--- src/asnf_pkg.sv ---
// Shared types and constants for the advertising scan name filter.
`timescale 1ns / 1ps
`default_nettype none

package asnf_pkg;

    localparam int BYTE_W    = 8;
    localparam int RSSI_W    = 8;
    localparam int ADDR_W    = 48;
    localparam int VERDICT_W = 3;
    localparam int MODE_W    = 2;
    localparam int REG_IDX_W = 3;
    localparam int NUM_STORED = 4;

    // Register indexes of the configuration port
    localparam logic [REG_IDX_W-1:0] REG_MATCH_MODE     = 3'd0;
    localparam logic [REG_IDX_W-1:0] REG_RSSI_THRESHOLD = 3'd1;
    localparam logic [REG_IDX_W-1:0] REG_STORED_ADDR_0  = 3'd2;
    localparam logic [REG_IDX_W-1:0] REG_STORED_ADDR_1  = 3'd3;
    localparam logic [REG_IDX_W-1:0] REG_STORED_ADDR_2  = 3'd4;
    localparam logic [REG_IDX_W-1:0] REG_STORED_ADDR_3  = 3'd5;

    localparam logic signed [RSSI_W-1:0] RSSI_THRESHOLD_RESET = -8'sd70;

    // Bytes the name scanner looks for
    localparam logic [BYTE_W-1:0] CHAR_NUL        = 8'h00;
    localparam logic [BYTE_W-1:0] CHAR_UNDERSCORE = 8'h5F;
    localparam logic [BYTE_W-1:0] CHAR_TOKEN_0    = 8'h48;
    localparam logic [BYTE_W-1:0] CHAR_TOKEN_1    = 8'h50;
    localparam logic [BYTE_W-1:0] CHAR_TOKEN_2    = 8'h59;
    localparam logic [BYTE_W-1:0] AD_SHORT_NAME    = 8'h08;
    localparam logic [BYTE_W-1:0] AD_COMPLETE_NAME = 8'h09;

    typedef enum logic [MODE_W-1:0] {
        MODE_OPEN = 2'd0,
        MODE_ADDR = 2'd1,
        MODE_NAME = 2'd2,
        MODE_ALT_OPEN = 2'd3
    } mode_t;

    typedef enum logic [VERDICT_W-1:0] {
        V_NONE          = 3'd0,
        V_NAME_MISMATCH = 3'd1,
        V_ADDR_FOUND    = 3'd2,
        V_ADDR_UNKNOWN  = 3'd3,
        V_RSSI_OK       = 3'd4
    } verdict_t;

    typedef enum logic [1:0] {
        PH_LEN  = 2'd0,
        PH_TYPE = 2'd1,
        PH_DATA = 2'd2,
        PH_STOP = 2'd3
    } phase_t;

    typedef enum logic [2:0] {
        TK_SKIP  = 3'd0,
        TK_T0    = 3'd1,
        TK_T1    = 3'd2,
        TK_T2    = 3'd3,
        TK_MATCH = 3'd4,
        TK_FAIL  = 3'd5
    } token_t;

    typedef struct packed {
        mode_t                      mode;
        logic signed [RSSI_W-1:0]   rssi_threshold;
    } filter_cfg_t;

    typedef struct packed {
        logic     accept;
        verdict_t reason;
    } result_t;

endpackage

`default_nettype wire

--- src/asnf_if.sv ---
// Valid/ready channel interfaces for advertising bytes and verdicts.
`timescale 1ns / 1ps
`default_nettype none

interface asnf_in_if;
    logic                              valid;
    logic                              ready;
    logic [asnf_pkg::BYTE_W-1:0]       adv_byte;
    logic                              last_byte;
    logic signed [asnf_pkg::RSSI_W-1:0] rssi;
    logic [asnf_pkg::ADDR_W-1:0]       peer_address;

    modport source (output valid, output adv_byte, output last_byte, output rssi,
                    output peer_address, input ready);
    modport sink   (input valid, input adv_byte, input last_byte, input rssi,
                    input peer_address, output ready);
endinterface

interface asnf_out_if;
    logic                              valid;
    logic                              ready;
    logic                              accept;
    logic [asnf_pkg::VERDICT_W-1:0]    verdict_reason;

    modport source (output valid, output accept, output verdict_reason, input ready);
    modport sink   (input valid, input accept, input verdict_reason, output ready);
endinterface

`default_nettype wire

--- src/asnf_addr_match.sv ---
// Peer address lookup against the stored address registers.
`timescale 1ns / 1ps
`default_nettype none

module asnf_addr_match #(
    parameter int TABLE_ENTRIES = 4
) (
    input  wire logic [asnf_pkg::ADDR_W-1:0] peer_address,
    input  wire logic [asnf_pkg::ADDR_W-1:0] stored_addr [asnf_pkg::NUM_STORED],
    output logic                             found
);

    always_comb
    begin
        found = 1'b0;
        // Entries past the parameter are not searched
        for (int i = 0; i < asnf_pkg::NUM_STORED; i++)
        begin
            if (i < TABLE_ENTRIES && stored_addr[i] == peer_address)
            begin
                found = 1'b1;
            end
        end
    end

endmodule

`default_nettype wire

--- src/asnf_parser.sv ---
// Length/type structure walker, name token scanner and verdict logic.
`timescale 1ns / 1ps
`default_nettype none

module asnf_parser (
    input  wire logic                               clk,
    input  wire logic                               rst_n,
    input  wire logic                               beat,
    input  wire logic [asnf_pkg::BYTE_W-1:0]        adv_byte,
    input  wire logic                               last_byte,
    input  wire logic signed [asnf_pkg::RSSI_W-1:0] rssi,
    input  wire logic                               addr_found,
    input  wire asnf_pkg::filter_cfg_t              cfg,
    output asnf_pkg::result_t                       result
);

    asnf_pkg::phase_t   phase_reg, phase_next;
    logic [asnf_pkg::BYTE_W-1:0] left_reg, left_next;
    logic               name_reg, name_next;
    asnf_pkg::token_t   tok_reg, tok_next;
    logic               dec_reg, dec_next;
    asnf_pkg::verdict_t held_reg, held_next;
    logic               end_struct;
    logic               matched;

    function automatic asnf_pkg::token_t feed_name(asnf_pkg::token_t s,
                                                   logic [asnf_pkg::BYTE_W-1:0] c);
        asnf_pkg::token_t r;
        r = s;
        if (s == asnf_pkg::TK_MATCH || s == asnf_pkg::TK_FAIL)
        begin
            r = s;
        end
        else if (c == asnf_pkg::CHAR_NUL || c == asnf_pkg::CHAR_UNDERSCORE)
        begin
            if (s == asnf_pkg::TK_T2)
                r = asnf_pkg::TK_MATCH;
            else if (s == asnf_pkg::TK_SKIP && c == asnf_pkg::CHAR_UNDERSCORE)
                r = asnf_pkg::TK_SKIP;
            else
                r = asnf_pkg::TK_FAIL;
        end
        else
        begin
            case (s)
                asnf_pkg::TK_SKIP:
                    r = (c == asnf_pkg::CHAR_TOKEN_0) ? asnf_pkg::TK_T0 : asnf_pkg::TK_FAIL;
                asnf_pkg::TK_T0:
                    r = (c == asnf_pkg::CHAR_TOKEN_1) ? asnf_pkg::TK_T1 : asnf_pkg::TK_FAIL;
                asnf_pkg::TK_T1:
                    r = (c == asnf_pkg::CHAR_TOKEN_2) ? asnf_pkg::TK_T2 : asnf_pkg::TK_FAIL;
                default:
                    r = asnf_pkg::TK_FAIL;
            endcase
        end
        return r;
    endfunction

    always_comb
    begin
        phase_next = phase_reg;
        left_next  = left_reg;
        name_next  = name_reg;
        tok_next   = tok_reg;
        dec_next   = dec_reg;
        held_next  = held_reg;
        end_struct = 1'b0;
        matched    = 1'b0;

        if (beat && !dec_reg && phase_reg != asnf_pkg::PH_STOP)
        begin
            unique case (phase_reg)
                asnf_pkg::PH_LEN:
                begin
                    if (adv_byte == '0)
                    begin
                        phase_next = asnf_pkg::PH_STOP;
                    end
                    else
                    begin
                        left_next  = adv_byte - 8'd1;
                        phase_next = asnf_pkg::PH_TYPE;
                    end
                end
                asnf_pkg::PH_TYPE:
                begin
                    name_next = (adv_byte == asnf_pkg::AD_SHORT_NAME) ||
                                (adv_byte == asnf_pkg::AD_COMPLETE_NAME);
                    tok_next  = asnf_pkg::TK_SKIP;
                    if (left_reg == '0)
                        end_struct = 1'b1;
                    else
                        phase_next = asnf_pkg::PH_DATA;
                end
                asnf_pkg::PH_DATA:
                begin
                    if (name_reg)
                        tok_next = feed_name(tok_reg, adv_byte);
                    left_next = left_reg - 8'd1;
                    if (left_next == '0)
                        end_struct = 1'b1;
                end
                default:
                begin
                    phase_next = phase_reg;
                end
            endcase

            // Judge a name structure once its last data byte is in
            if (end_struct)
            begin
                phase_next = asnf_pkg::PH_LEN;
                if (name_next)
                begin
                    name_next = 1'b0;
                    matched = (tok_next == asnf_pkg::TK_T2) ||
                              (tok_next == asnf_pkg::TK_MATCH);
                    if (!matched)
                    begin
                        dec_next  = 1'b1;
                        held_next = asnf_pkg::V_NAME_MISMATCH;
                    end
                    else
                    begin
                        case (cfg.mode)
                            asnf_pkg::MODE_ADDR:
                            begin
                                dec_next  = 1'b1;
                                held_next = addr_found ? asnf_pkg::V_ADDR_FOUND
                                                       : asnf_pkg::V_ADDR_UNKNOWN;
                            end
                            asnf_pkg::MODE_NAME:
                            begin
                                if (rssi > cfg.rssi_threshold)
                                begin
                                    dec_next  = 1'b1;
                                    held_next = asnf_pkg::V_RSSI_OK;
                                end
                            end
                            default:
                            begin
                                dec_next = dec_reg;
                            end
                        endcase
                    end
                end
            end
        end

        result.accept = dec_next && (held_next == asnf_pkg::V_ADDR_FOUND ||
                                     held_next == asnf_pkg::V_RSSI_OK);
        result.reason = dec_next ? held_next : asnf_pkg::V_NONE;
    end

    always_ff @(posedge clk or negedge rst_n)
    begin
        if (!rst_n)
        begin
            phase_reg <= asnf_pkg::PH_LEN;
            left_reg  <= '0;
            name_reg  <= 1'b0;
            tok_reg   <= asnf_pkg::TK_SKIP;
            dec_reg   <= 1'b0;
            held_reg  <= asnf_pkg::V_NONE;
        end
        else if (beat && last_byte)
        begin
            // Start the next report clean
            phase_reg <= asnf_pkg::PH_LEN;
            left_reg  <= '0;
            name_reg  <= 1'b0;
            tok_reg   <= asnf_pkg::TK_SKIP;
            dec_reg   <= 1'b0;
            held_reg  <= asnf_pkg::V_NONE;
        end
        else if (beat)
        begin
            phase_reg <= phase_next;
            left_reg  <= left_next;
            name_reg  <= name_next;
            tok_reg   <= tok_next;
            dec_reg   <= dec_next;
            held_reg  <= held_next;
        end
    end

    a_clear_after_last: assert property (@(posedge clk) disable iff (!rst_n)
        beat && last_byte |=> phase_reg == asnf_pkg::PH_LEN && !dec_reg && !name_reg)
        else $error("parse state not cleared after last beat");

    a_decision_sticky: assert property (@(posedge clk) disable iff (!rst_n)
        dec_reg && !(beat && last_byte) |=> dec_reg && held_reg == $past(held_reg))
        else $error("decision changed before end of report");

endmodule

`default_nettype wire

--- src/adv_scan_name_filter_core.sv ---
// Top level of the advertising scan name filter: config registers and verdict register.
`timescale 1ns / 1ps
`default_nettype none

// Advertising scan name filter. Feed the advertising data of a report one byte per beat,
// with the report's RSSI and peer address on every beat; mark the final byte with
// last_byte. The block takes one byte every clock cycle when not stalled: each beat passes
// through a single parse-state update, and the verdict for a report leaves from an output
// register in the cycle after its last byte is taken. Only beats with last_byte produce a
// verdict. Input stalls only while a verdict waits in the output register and the sink
// holds ready low. Write the configuration registers only while no report is in progress.
module adv_scan_name_filter_core #(
    parameter int TABLE_ENTRIES = 4
) (
    input  wire logic                                clk,
    input  wire logic                                rst_n,
    asnf_in_if.sink                                  adv,
    asnf_out_if.source                               verdict,
    input  wire logic                                wr_en,
    input  wire logic [asnf_pkg::REG_IDX_W-1:0]      wr_index,
    input  wire logic [asnf_pkg::ADDR_W-1:0]         wr_data
);

    asnf_pkg::filter_cfg_t           cfg_reg;
    logic [asnf_pkg::ADDR_W-1:0]     addr_reg [asnf_pkg::NUM_STORED];
    logic                            beat;
    logic                            addr_found;
    asnf_pkg::result_t               result;
    logic                            out_valid_reg;
    logic                            out_accept_reg;
    asnf_pkg::verdict_t              out_reason_reg;

    assign adv.ready = !out_valid_reg || verdict.ready;
    assign beat      = adv.valid && adv.ready;

    always_ff @(posedge clk or negedge rst_n)
    begin
        if (!rst_n)
        begin
            cfg_reg.mode           <= asnf_pkg::MODE_OPEN;
            cfg_reg.rssi_threshold <= asnf_pkg::RSSI_THRESHOLD_RESET;
            for (int i = 0; i < asnf_pkg::NUM_STORED; i++)
            begin
                addr_reg[i] <= '0;
            end
        end
        else if (wr_en)
        begin
            unique case (wr_index)
                asnf_pkg::REG_MATCH_MODE:
                    cfg_reg.mode <= asnf_pkg::mode_t'(wr_data[asnf_pkg::MODE_W-1:0]);
                asnf_pkg::REG_RSSI_THRESHOLD:
                    cfg_reg.rssi_threshold <= $signed(wr_data[asnf_pkg::RSSI_W-1:0]);
                asnf_pkg::REG_STORED_ADDR_0: addr_reg[0] <= wr_data;
                asnf_pkg::REG_STORED_ADDR_1: addr_reg[1] <= wr_data;
                asnf_pkg::REG_STORED_ADDR_2: addr_reg[2] <= wr_data;
                asnf_pkg::REG_STORED_ADDR_3: addr_reg[3] <= wr_data;
                default:
                begin
                    // drop writes beyond the register list
                end
            endcase
        end
    end

    asnf_addr_match #(
        .TABLE_ENTRIES (TABLE_ENTRIES)
    ) u_addr_match (
        .peer_address (adv.peer_address),
        .stored_addr  (addr_reg),
        .found        (addr_found)
    );

    asnf_parser u_parser (
        .clk        (clk),
        .rst_n      (rst_n),
        .beat       (beat),
        .adv_byte   (adv.adv_byte),
        .last_byte  (adv.last_byte),
        .rssi       (adv.rssi),
        .addr_found (addr_found),
        .cfg        (cfg_reg),
        .result     (result)
    );

    always_ff @(posedge clk or negedge rst_n)
    begin
        if (!rst_n)
        begin
            out_valid_reg <= 1'b0;
        end
        else if (beat && adv.last_byte)
        begin
            out_valid_reg <= 1'b1;
        end
        else if (verdict.ready)
        begin
            out_valid_reg <= 1'b0;
        end
    end

    // Hold the verdict payload until the next report ends
    always_ff @(posedge clk)
    begin
        if (beat && adv.last_byte)
        begin
            out_accept_reg <= result.accept;
            out_reason_reg <= result.reason;
        end
    end

    assign verdict.valid          = out_valid_reg;
    assign verdict.accept         = out_accept_reg;
    assign verdict.verdict_reason = out_reason_reg;

    a_verdict_after_last: assert property (@(posedge clk) disable iff (!rst_n)
        beat && adv.last_byte |=> verdict.valid)
        else $error("no verdict after last beat");

    a_no_spurious_verdict: assert property (@(posedge clk) disable iff (!rst_n)
        !verdict.valid && !(beat && adv.last_byte) |=> !verdict.valid)
        else $error("verdict without a last beat");

    a_accept_reason: assert property (@(posedge clk) disable iff (!rst_n)
        verdict.valid && verdict.accept |->
            (out_reason_reg == asnf_pkg::V_ADDR_FOUND ||
             out_reason_reg == asnf_pkg::V_RSSI_OK))
        else $error("accept with a rejecting reason");

endmodule

`default_nettype wire
--- src/flat_wrapper.sv ---
// flat-port wrapper written by rule: the top's interface ports become plain ports
module adv_scan_name_filter_core_flat 
#(
    parameter int TABLE_ENTRIES = 4
)
  (clk, rst_n, wr_en, wr_index, wr_data, adv_valid, adv_adv_byte, adv_last_byte, adv_rssi, adv_peer_address, adv_ready, verdict_valid, verdict_accept, verdict_verdict_reason, verdict_ready);
  asnf_in_if adv_i ();
  asnf_out_if verdict_i ();
  input  wire logic clk;
  input  wire logic rst_n;
  input  wire logic wr_en;
  input  wire logic [asnf_pkg::REG_IDX_W-1:0] wr_index;
  input  wire logic [asnf_pkg::ADDR_W-1:0] wr_data;
  input wire logic [$bits(adv_i.valid)-1:0] adv_valid;
  input wire logic [$bits(adv_i.adv_byte)-1:0] adv_adv_byte;
  input wire logic [$bits(adv_i.last_byte)-1:0] adv_last_byte;
  input wire logic [$bits(adv_i.rssi)-1:0] adv_rssi;
  input wire logic [$bits(adv_i.peer_address)-1:0] adv_peer_address;
  output wire logic [$bits(adv_i.ready)-1:0] adv_ready;
  output wire logic [$bits(verdict_i.valid)-1:0] verdict_valid;
  output wire logic [$bits(verdict_i.accept)-1:0] verdict_accept;
  output wire logic [$bits(verdict_i.verdict_reason)-1:0] verdict_verdict_reason;
  input wire logic [$bits(verdict_i.ready)-1:0] verdict_ready;
  assign adv_i.valid = adv_valid;
  assign adv_i.adv_byte = adv_adv_byte;
  assign adv_i.last_byte = adv_last_byte;
  assign adv_i.rssi = adv_rssi;
  assign adv_i.peer_address = adv_peer_address;
  assign adv_ready = adv_i.ready;
  assign verdict_valid = verdict_i.valid;
  assign verdict_accept = verdict_i.accept;
  assign verdict_verdict_reason = verdict_i.verdict_reason;
  assign verdict_i.ready = verdict_ready;
  adv_scan_name_filter_core #(.TABLE_ENTRIES(TABLE_ENTRIES)) u_core (.clk(clk), .rst_n(rst_n), .adv(adv_i), .verdict(verdict_i), .wr_en(wr_en), .wr_index(wr_index), .wr_data(wr_data));
endmodule
--- config.mk ---
export PLATFORM = sky130hd
export DESIGN_NAME = adv_scan_name_filter_core_flat
export DESIGN_NICKNAME = d
export VERILOG_FILES = /design/src/asnf_pkg.sv /design/src/asnf_if.sv /design/src/asnf_addr_match.sv /design/src/asnf_parser.sv /design/src/adv_scan_name_filter_core.sv /design/src/flat_wrapper.sv
export SDC_FILE = /design/constraint.sdc
export NUM_CORES = 1
export LEC_CHECK = 0
export ABC_AREA = 1
export BUFFER_PORTS_ARGS = -buffer_cell sky130_fd_sc_hd__clkbuf_2
export CAP_MARGIN = 5
export CORE_UTILIZATION = 39
export DETAILED_ROUTE_END_ITERATION = 6
export GPL_ROUTABILITY_DRIVEN = 0
export PLACE_DENSITY = 0.6
export SETUP_SLACK_MARGIN = 0.02
export SYNTH_ARGS = -nofsm -noshare
export SYNTH_HDL_FRONTEND = slang
export SYNTH_SLANG_ARGS = --single-unit
--- constraint.sdc ---
create_clock -name clk -period 2.9 [get_ports clk]
set_clock_uncertainty 0.15 [all_clocks]
set_input_delay 0.145 -clock clk [delete_from_list [all_inputs] [get_ports clk]]
set_output_delay 0.145 -clock clk [all_outputs]
set_load 0.01 [all_outputs]
== Word-level counts from Yosys, hierarchy flattened ==
Index checks and enable logic that the tools add are counted.

* Input port bits: 121
* Register bits after elaboration: 225
* Output and inout bits: 6

* Reduce and logical (&&, ||, !) cells: 34
* Eq/ne operators: 31
* Magnitude comparators: 1
* Mux-type cells: 59
* Add/sub/neg operators: 2

{| class="wikitable"
|+ Operators by type and width
! operator !! count
|-
| 48-bit equality test || 4
|-
| 3-bit 2-to-1 mux || 19
|-
| 8-bit by 7-bit equality test with 1-bit output (second input constant) || 4
|-
| 8-bit 2-to-1 mux || 4
|-
| 8-bit zero test || 3
|-
| 1-bit 2-to-1 mux || 23
|-
| 3-bit by 2-bit equality test with 1-bit output (second input constant) || 6
|-
| 3-bit equality test (second input constant) || 6
|-
| 8-bit by 4-bit equality test with 1-bit output (second input constant) || 2
|-
| 8-bit case mux with 2 select lines || 1
|-
| 8-bit by 1-bit subtractor with 8-bit output (second input constant) || 2
|-
| 2-bit AND reduction || 7
|-
| 2-bit 2-to-1 mux || 6
|-
| 3-bit case mux with 2 select lines || 2
|-
| 3-bit case mux with 3 select lines || 1
|-
| 8-bit > comparator || 1
|-
| 4-bit AND reduction || 2
|-
| 3-bit by 1-bit equality test with 1-bit output (second input constant) || 2
|-
| 1-bit logical AND || 6
|-
| 3-bit zero test || 2
|-
| 1-bit logical OR || 6
|-
| 2-bit nonzero test || 3
|-
| 2-bit by 1-bit equality test with 1-bit output (second input constant) || 2
|-
| 2-bit equality test (second input constant) || 2
|-
| other kinds (9) || 11
|}

== Depth between registers and ports, before layout ==
* Depth after elaboration: 18
* Depth in mapped cells: 19
* Gate-level depth less buffers: 19

== By module ==
A second synthesis with hierarchy kept.

* Cell total of the unflattened synthesis: 1745
* Area, all modules: 13011.2 µm²

{| class="wikitable"
|+ By module, submodules not included
! module !! instances !! cells each !! area each (µm²)
|-
| adv_scan_name_filter_core || 1 || 894 || 8002.7
|-
| asnf_addr_match || 1 || 539 || 3006.6
|-
| asnf_parser || 1 || 312 || 2001.9
|}

== Worst setup path after synthesis ==
OpenSTA, ideal clock, no wires.

* Path type: flip-flop to flip-flop
* From: register u_core.u_parser.left_reg[0] (netlist name)
* To: register u_core.out_accept_reg, in the netlist u_core.verdict.accept, data pin
* Path slack: 0.654 ns
* Clock period less this slack: 2.246 ns
* Setup time: 0.252 ns
* Stages on the path, launching flop included: 16
* Arrival: 1.844 ns
* Required time: 2.498 ns
* Path through: dfrtp_1 inv_1 ha_1 nor2_1 nor2_2 nand2_1 nor2_2 nand3_2 nand2_2 nand4_2 o21bai_2 inv_1 nor2_1 nand2_1 nand2_1 nor2_2

{| class="wikitable"
|+ RTL lines
! element !! line !! RTL
|-
| start: declaration || asnf_parser.sv:18 || <nowiki>logic [asnf_pkg::BYTE_W-1:0] left_reg, left_next;</nowiki>
|-
| start signal: assignment || asnf_parser.sv:179 || <nowiki>left_reg <= left_next;</nowiki>
|-
| end signal: assignment || adv_scan_name_filter_core.sv:107 || <nowiki>out_accept_reg <= result.accept;</nowiki>
|-
| end: declaration || adv_scan_name_filter_core.sv:30 || <nowiki>logic out_accept_reg;</nowiki>
|}

==> results.md <==
* Worst path required time at 3.04 ns
* Period utilization at 0.863
* Initial antenna violation count at 2
* WL/cell at 13.7 µm
* Initial Util at 0.396
* Fin nets at 1,800
* Synth Cell Area at 0.0121 mm²
* Static Leak at 7.07 nW
* Synth Instances at 1,487
* Tmin final at 2.50 ns
* Initial DRC count at 536
* Fin worst setup slack at 0.397 ns
* Clock sinks at 225
* Total CTS buffers at 27
* Worst path bufs/invs at 2
* Family with the most delay on the worst path: simple AND/OR/NAND/NOR gates
* Most common cell after layout, fill and taps aside: nand2_1
* Die H at 178 µm
* Placed cell count at 1,960
* Post-synthesis register bit count at 225
* RSZ-0062 raised after global routing: false
* Synth top area cells: dfrtp_1 (45%), nand2_1 (12%), o21ai_0 (9.3%)
* Worst skew pair latency at 0.53 ns
* Worst hold path type: in2reg
* GR Util All Layers at 0.186
* Clock Pin Slew Worst Setup and Hold Paths at 0.06 ns
* Slew Limit Fails at 0
* Clk root buf: clkbuf_16
* Rows at 64
* Share of post-route cells with drive strength above 1 at 0.150
* Finished Layout Cells at 2,075
* Largest area contributor in the netlist: dfrtp_1
* Buffers on Ports at 126
* DRC viols at 0
* Wirelength, routed at 28,400 µm
* Critical Path AT at 2.64 ns
* H-tree depth at 1
* Startpoint types: flop
* Stages on the worst setup path at 15
* Clk buf depth at 3
* Max_cap viols at 0
* Total power at 9.75 mW
* Pre-CTS setup slack at 0.427 ns
* Number of global-route vias before repair at 9,529
* Largest net degree at the start of global routing at 97
* Antenna Cells at 0
* Max Fanout on Critical Path at 7
* Max Clk Rate at 0.400 GHz
* Most frequent cells in the layout: nand2_1 (397), o21ai_0 (224), dfrtp_1 (216)
* FFs w/ async S/R, synth at 0.982
* Core Region at 0.0305 mm²
* Critical path cell sequence: inv_1 -> ha_1 -> nor2_1 -> nor2_2 -> nand2_1 -> nor2_2 -> nand3_2 -> nand2_2 -> nand4_2 -> o21bai_2 -> inv_1 -> nor2_1 -> nand2_1 -> nand2_1 -> nor2_2
* DP Wirelength at 19,900 µm
* Pwr dens at 662 mW/mm²
* Endpoints failing hold at 0
* IO Pins at 127
* Syn nets at 1,629
* Warnings, synthesis at 0
* Slew of the pin with the lowest slew margin at 0.466 ns
* Post-CTS resize count at 0
* Syn Area/Cell at 8.11 µm²
* Sequential area share after synthesis at 0.469
* Layout fillers at 2,941
* CP max stage cell: dfrtp_1
* Design area at 0.0147 mm²
* WS Path Type: reg2reg
* Number of setup violations in the final report at 0
* Dpl cell area at 0.0132 mm²
* Max reg flops at 192
* Distinct cell type count after synthesis at 39
* Vias per cell at 4.70
* Slew headroom at 0.689
* Post-route ant nets at 0
* Via count at 9,758
* First-pass GRT wire length at 47,100 µm
* Depth of the most critical reg-to-reg path at 15
* Die Outline Area at 0.0316 mm²
* Share of the synthesized area in the top cell type at 0.448
* Synth-to-Final Area Change at 22.0%
* Main flop type after synthesis: dfrtp_1
* Total grt overflow at 0
* Status: complete, no violations
* Max IR drop VDD at 417 µV
* Worst setup EP type: flop
* Hold Path Stages at 5
* CTS tree: yes
* Die Wd at 178 µm
* Setup tns final at 0 ns
* Number of iterations in the first detailed-routing pass at 5
* Max stage delay on crit path at 0.40 ns
* Number of flops mapped to enable cells by yosys at 4
-- tightest hold or removal path: stages --
cell and delay, ns:
clkbuf_2 0.09, inv_1 0.05, nor2_1 0.10, nand2_1 0.17, o21ai_0 0.09
-- where the power goes --
group | switching [mW] | internal [mW]
clock network | 1.28 | 1.99
logic | 1.25 | 1.03
registers | 0.438 | 3.76
total | 2.97 | 6.78
-- synth_stat cells (2+ instances only) --
| library cell | instances |
|---|---|
| xnor2_1 | 125 |
| or2_2 | 21 |
| nand2_2 | 10 |
| inv_2 | 7 |
| xor2_1 | 36 |
| nand2_4 | 2 |
| nand3_1 | 46 |
| o22ai_1 | 3 |
| nand3_2 | 5 |
| o32ai_1 | 2 |
| dfrtp_1 | 216 |
| a21oi_1 | 16 |
| o2111ai_1 | 2 |
| nor2_2 | 8 |
| o21ai_0 | 224 |
| inv_1 | 140 |
| nor2_1 | 81 |
| ha_1 | 21 |
| nand4_1 | 14 |
| nand2_1 | 399 |
| buf_1 | 6 |
| clkbuf_1 | 54 |
| o21ai_1 | 2 |
| dfstp_2 | 5 |
| nor3_1 | 23 |
| nor2_4 | 3 |
| edfxtp_1 | 4 |
-- per-layer routing --
| metal | global-route usage | share of wire |
|---|---|---|
| met4 | 0.0495 | 0.024 |
| met2 | 0.307 | 0.45 |
| met1 | 0.252 | 0.48 |
| met5 | 0 | 0.0011 |
| met3 | 0.0302 | 0.043 |
-- final timing paths --
kind / from / to / slack (ns)
worst max register to register: u_core.u_parser.left_reg[0] / u_core.verdict.accept / 0.40
worst min-delay path: wr_en / u_core.cfg_reg[9] / 0.03
min in group asynchronous: rst_n / u_core.addr_reg[15] / 0.43
max in group asynchronous: rst_n / u_core.cfg_reg[5] / 1.52
worst max-delay path: u_core.u_parser.left_reg[0] / u_core.verdict.accept / 0.40
worst min register to register: u_core.cfg_reg[2] / u_core.cfg_reg[2] / 0.33
-- through the flow --
stage,hold slack [ns],utilization
after CTS,0.00690,0.482
after global placement,-0.0367,0.432
after detailed placement,-0.0362,0.432
final,0.0305,0.482
after floorplan,-0.301,-
after global routing,0.0606,0.482
-- cells by family after synthesis --
kind of cell / count (synthesis) / synth area share
AO/OA/AOI/OAI: 253 / 0.108
XOR/XNOR: 162 / 0.118
adder cells (fa/ha/maj): 21 / 0.0218
buffers and inverters: 210 / 0.0655
flip-flops: 225 / 0.469
AND/OR/NAND/NOR: 616 / 0.218
-- final cells by class --
cell class	count	area (µm²)	share of cell area
timing repair buffer	203	1470	0.100
clock inverter	4	23.8	0.00162
tap	396	495	0.0337
clock buffer	46	857	0.0582
inverter	149	561	0.0381
sequential	225	5660	0.384
multi-input combinational	1052	5650	0.384
-- what timing repair did --
action	4_1_cts	5_1_grt
endpoints found under the hold margin	433	0
buffers inserted	0	0
hold buffers	65	0
No activity file was read; power rests on OpenSTA's default activity.
